## src/design/rmq_pkg.sv

```systemverilog
// ----------------------------------------------------------------------------
// rmq_pkg: shared types and constants for the rotation matrix to quaternion unit
// Field widths, lane and axis numbering, magnitude limit and default format.
// ----------------------------------------------------------------------------
package rmq_pkg;

	// Default count of fraction bits in the fixed-point format (Q1.14)
	localparam int FRAC_BITS_DEF = 14;

	// Fixed widths of the matrix entries and result components
	localparam int ELEM_W = 16;
	localparam int MAG_W  = 15;
	localparam int DIFF_W = ELEM_W + 1;

	// Four quaternion lanes, three signed axes
	localparam int LANES = 4;
	localparam int AXES  = 3;

	localparam int LANE_W = 0;
	localparam int LANE_X = 1;
	localparam int LANE_Y = 2;
	localparam int LANE_Z = 3;

	localparam int AX_X = 0;
	localparam int AX_Y = 1;
	localparam int AX_Z = 2;

	localparam logic [MAG_W-1:0] MAG_MAX = '1;

	typedef logic signed [ELEM_W-1:0] elem_t;
	typedef logic        [MAG_W-1:0]  mag_t;
	typedef logic signed [ELEM_W-1:0] comp_t;

endpackage

```

## src/design/rmq_root_stage.sv

```systemverilog
// ----------------------------------------------------------------------------
// rmq_root_stage: one digit step of the pipelined square root
// Resolves one root bit in each of the four lanes and registers the result.
// ----------------------------------------------------------------------------
module rmq_root_stage #(
	parameter int ROOT_W = 16,
	parameter int RAD_W  = 32
) (
	input  logic                                  clk,
	input  logic                                  arst_n,
	input  logic                                  in_valid,
	output logic                                  in_ready,
	input  logic [rmq_pkg::LANES-1:0][ROOT_W+1:0] in_rem,
	input  logic [rmq_pkg::LANES-1:0][ROOT_W-1:0] in_root,
	input  logic [rmq_pkg::LANES-1:0][RAD_W-1:0]  in_rad,
	input  logic [rmq_pkg::AXES-1:0]              in_neg,
	output logic                                  out_valid,
	input  logic                                  out_ready,
	output logic [rmq_pkg::LANES-1:0][ROOT_W+1:0] out_rem,
	output logic [rmq_pkg::LANES-1:0][ROOT_W-1:0] out_root,
	output logic [rmq_pkg::LANES-1:0][RAD_W-1:0]  out_rad,
	output logic [rmq_pkg::AXES-1:0]              out_neg
);
	import rmq_pkg::*;

	localparam int REM_W = ROOT_W + 2;

	logic                              valid_s2;
	logic [LANES-1:0][REM_W-1:0]       rem_s2;
	logic [LANES-1:0][ROOT_W-1:0]      root_s2;
	logic [LANES-1:0][RAD_W-1:0]       rad_s2;
	logic [AXES-1:0]                   neg_s2;

	logic [LANES-1:0][REM_W-1:0]       rem_sh;
	logic [LANES-1:0][REM_W-1:0]       trial;
	logic [LANES-1:0]                  fits;
	logic [LANES-1:0][REM_W-1:0]       rem_nxt;
	logic [LANES-1:0][ROOT_W-1:0]      root_nxt;
	logic [LANES-1:0][RAD_W-1:0]       rad_nxt;

	// bring down the next radicand bit pair and try the next root bit
	always_comb begin
		for (int l = 0; l < LANES; l++) begin
			rem_sh[l]   = {in_rem[l][REM_W-3:0], in_rad[l][RAD_W-1 -: 2]};
			trial[l]    = {in_root[l], 2'b01};
			fits[l]     = rem_sh[l] >= trial[l];
			rem_nxt[l]  = fits[l] ? (rem_sh[l] - trial[l]) : rem_sh[l];
			root_nxt[l] = {in_root[l][ROOT_W-2:0], fits[l]};
			rad_nxt[l]  = in_rad[l] << 2;
		end
	end

	assign in_ready = !valid_s2 || out_ready;

	always_ff @(posedge clk or negedge arst_n) begin
		if (!arst_n) begin
			valid_s2 <= 1'b0;
		end else if (in_ready) begin
			valid_s2 <= in_valid;
		end
	end

	always_ff @(posedge clk) begin
		if (in_valid && in_ready) begin
			rem_s2  <= rem_nxt;
			root_s2 <= root_nxt;
			rad_s2  <= rad_nxt;
			neg_s2  <= in_neg;
		end
	end

	assign out_valid = valid_s2;
	assign out_rem   = rem_s2;
	assign out_root  = root_s2;
	assign out_rad   = rad_s2;
	assign out_neg   = neg_s2;

endmodule

```

## config.mk

```make
export PLATFORM = sky130hd
export DESIGN_NAME = rmq_root_stage
export DESIGN_NICKNAME = d
export VERILOG_FILES = /design/src/design/rmq_pkg.sv /design/src/design/rmq_root_stage.sv
export SDC_FILE = /design/constraint.sdc
export NUM_CORES = 1
export LEC_CHECK = 0
export ABC_AREA = 1
export BUFFER_PORTS_ARGS = -buffer_cell sky130_fd_sc_hd__buf_2
export CORE_AREA = 2 2 212 214
export DETAILED_ROUTE_END_ITERATION = 7
export DIE_AREA = 0 0 214 216
export SETUP_SLACK_MARGIN = 0.5
export SKIP_CTS_REPAIR_TIMING = 1
export SKIP_LAST_GASP = 1
export SLEW_MARGIN = 20
export SYNTH_ARGS = -nofsm -noshare
export SYNTH_HDL_FRONTEND = slang
export SYNTH_SLANG_ARGS = --single-unit
export TNS_END_PERCENT = 1
```

## constraint.sdc

```tcl
create_clock -name clk -period 14.6 [get_ports clk]
set_clock_uncertainty 0.05 [all_clocks]
set_input_delay 0.73 -clock clk [delete_from_list [all_inputs] [get_ports clk]]
set_output_delay 0.73 -clock clk [all_outputs]
set_load 0.005 [all_outputs]
```

==> results.sh <==
export IMPL_status="complete, no violations"
export IMPL_gp_congestion=0.925
export IMPL_path_buf_inv=4
export IMPL_totalWireLength_um=41500
export IMPL_drv_cap=0
export IMPL_finalHoldViolCount=0
export IMPL_syn_inst=1383
export IMPL_ys_ff_latch=260
export IMPL_htree_levels=1
export IMPL_power_per_cell_area_nw_per_um2=115
export IMPL_area_delta_synth_final_pct=31.9
export IMPL_slowest_stage="nand4_1"
export IMPL_dieArea_um2=46200
export IMPL_cts_sinks=260
export IMPL_clockRootBuffer="clkbuf_16"
export IMPL_cts_clk_slew_worst_paths_ns=0.06
export IMPL_antenna_found_initial=10
export IMPL_nets=2272
export IMPL_synth_cell_types=27
export IMPL_slowest_delay_ns=0.73
export IMPL_grt_usage_pct=17.2
export IMPL_holdPathStages=1
export IMPL_grt_pass1_vias=11299
export IMPL_min_period_over_period_pct=19.3
export IMPL_ant_nets=0
export IMPL_path_cells="buf_2 > inv_1 > ha_1 > nand2_1 > inv_1 > nand2_1 > inv_1 > a21oi_1 > nand4_1 > nand3_1 > nand2_1"
export IMPL_grt_start_max_net_pins=75
export IMPL_reg2regPathDepth=3
export IMPL_path_delay_family="simple AND/OR/NAND/NOR gates"
export IMPL_yosysSeqAreaShare_pct=58.3
export IMPL_maxSlewViolCount=0
export IMPL_setup_viol=0
export IMPL_drive_above_1_share_pct=31.5
export IMPL_overflow=0
export IMPL_layout_cells_non_filler=2546
export IMPL_cts_buffers=30
export IMPL_cts_tree="yes"
export IMPL_pin_count=540
export IMPL_yosysWarningCount=0
export IMPL_tightest_slew_ns=0.997
export IMPL_post_place_cells=2488
export IMPL_syn_cell_area_um2=13400
export IMPL_cp_data_arrival_time_ns=3.06
export IMPL_wl_per_cell_um=16.3
export IMPL_crit_type="in2reg"
export IMPL_core_um2=43800
export IMPL_endpoint_kind="flip-flop"
export IMPL_power_mw=2.03
export IMPL_worstSkewPairLatency_ns=0.56
export IMPL_max_slew_margin_rel_pct=33.6
export IMPL_worst_setup_path_start_kind="primary input"
export IMPL_max_vdd_ir_drop_mv=0.0780
export IMPL_start_util_pct=30.5
export IMPL_die_width_um=214
export IMPL_drt_iter0_markers=581
export IMPL_hpwl_um=33500
export IMPL_via_count=11294
export IMPL_leakage_nw=8.79
export IMPL_worstPathRequired_ns=14.84
export IMPL_drc=0
export IMPL_grt_pass1_wl_um=62400
export IMPL_critPathMaxFanout=20
export IMPL_min_path_type="in2reg"
export IMPL_fin_crit_ns=2.82
export IMPL_io_buffers=523
export IMPL_std_cell_rows=77
export IMPL_syn_avg_cell_area_um2=9.68
export IMPL_firstDrtPassIters=5
export IMPL_die_y_um=216
export IMPL_ctsLongestPathBuffers=3
export IMPL_setup_tns_ns=0
export IMPL_rsz0062_at_grt="false"
export IMPL_viasPerCell=4.44
export IMPL_worst_path_stages=11
export IMPL_max_freq_mhz=354
-- layout make-up --
type | instances | area (um^2)
fillers | 4349 | 26200
flip-flops and latches | 260 | 7800
multi-input cells | 892 | 4600
repair buffers | 528 | 2660
clock buffers | 39 | 856
inverters | 217 | 822
well taps | 592 | 741
clock inverters | 15 | 169
diodes | 3 | 7.51
-- routing by layer --
layer / vias to the layer above / global-route usage, % / share of wire [%]
met5: - / 0 / 0.092
met4: 6 / 4.38 / 2.1
met3: 59 / 4.13 / 7.3
met2: 401 / 32.4 / 51
met1: 5244 / 19.5 / 40
li1: 5584 / - / -
-- logic make-up after synthesis --
logic type                 synth area share, %
other                                   0.0280
DFF                                       58.3
xor gates and xnor gates                  2.36
and+or+nand+nor                           21.8
AOI/OAI and AO/OA                         3.20
buffers and inverters                     7.61
adders and majority gates                 6.73
-- power breakdown --
part	internal (mW)	total, mW	leakage, nW	switching (mW)
Clock	0.465	0.768	0.502	0.303
Combinational	0.136	0.362	5.81	0.225
Sequential	0.890	0.902	2.48	0.0127
Total	1.49	2.03	8.79	0.542
-- flip-flops by register name, indices dropped and copies added, names as in the netlist --
name       cells
out_root      64
out_rem       72
out_neg        3
out_valid      1
out_rad      120
-- worst paths after layout --
kind                             start     endpoint  slack, ns
max                        in_root[28]  out_rem[32]      11.78
min                         in_rad[19]  out_rad[21]       0.29
max reg2reg                  out_valid  out_rad[57]      11.91
min reg2reg                  out_valid    out_valid       0.55
max in group asynchronous       arst_n    out_valid      13.99
min in group asynchronous       arst_n    out_valid       0.42
-- cells in the final DEF, fill, tap and decap left out, drive strengths merged --
cell type / n
inv: 218
nand4: 7
nand2: 509
clkinvlp: 2
o21ai: 26
clkbuf: 39
bufinv: 3
nand3: 83
and2: 4
a21oi: 55
buf: 527
edfxtp: 259
diode: 3
clkinv: 9
nor3: 8
xor2: 32
xnor2: 4
dfrtp: 1
nand3b: 17
conb: 8
a21boi: 1
dlygate4sd3: 1
ha: 72
nor2: 66
-- Yosys cell counts --
cell type  count  area [um^2]
buf_4         13         97.6
nand3_2        3         30.0
and2_1         4         25.0
buf_12         1         20.0
nor2_1        62          233
inv_2          1         3.75
dfrtp_1        1         25.0
nor3_1         8         40.0
nand4_1        7         43.8
nand2_2       19          119
edfxtp_1     259         7780
nand2_4        4         45.0
conb_1         1         3.75
xnor2_1        4         35.0
a21oi_2        1         8.76
a21boi_4       1         18.8
xor2_1        32          280
o21ai_0       26          130
nand3b_1      17          128
a21oi_1       54          270
nand2_1      486         1820
nor2_2         4         25.0
buf_6          7         78.8
inv_1        213          800
ha_1          72          901
inv_4          3         18.8
nand3_1       80          400
-- worst register-to-register path: stages (launching register included) --
cell     delay [ns]
dfrtp_1        0.43
a21oi_4        0.17
buf_4          0.70
buf_4          0.87
-- per-stage QoR --
step | utilization, % | instance area, um^2 | hold WS (ns) | setup WS, ns
detailed placement | 37.9 | 16600 | 0.459 | 11.10
floorplan | - | 13400 | 0.384 | 5.75
finish | 40.3 | 17700 | 0.287 | 11.78
global placement | 37.9 | 16600 | 0.456 | 11.08
global route | 40.3 | 17600 | 0.257 | 11.53
CTS | 40.2 | 17600 | -0.157 | 11.72
Note: power is estimated with default switching activity, not from simulation.
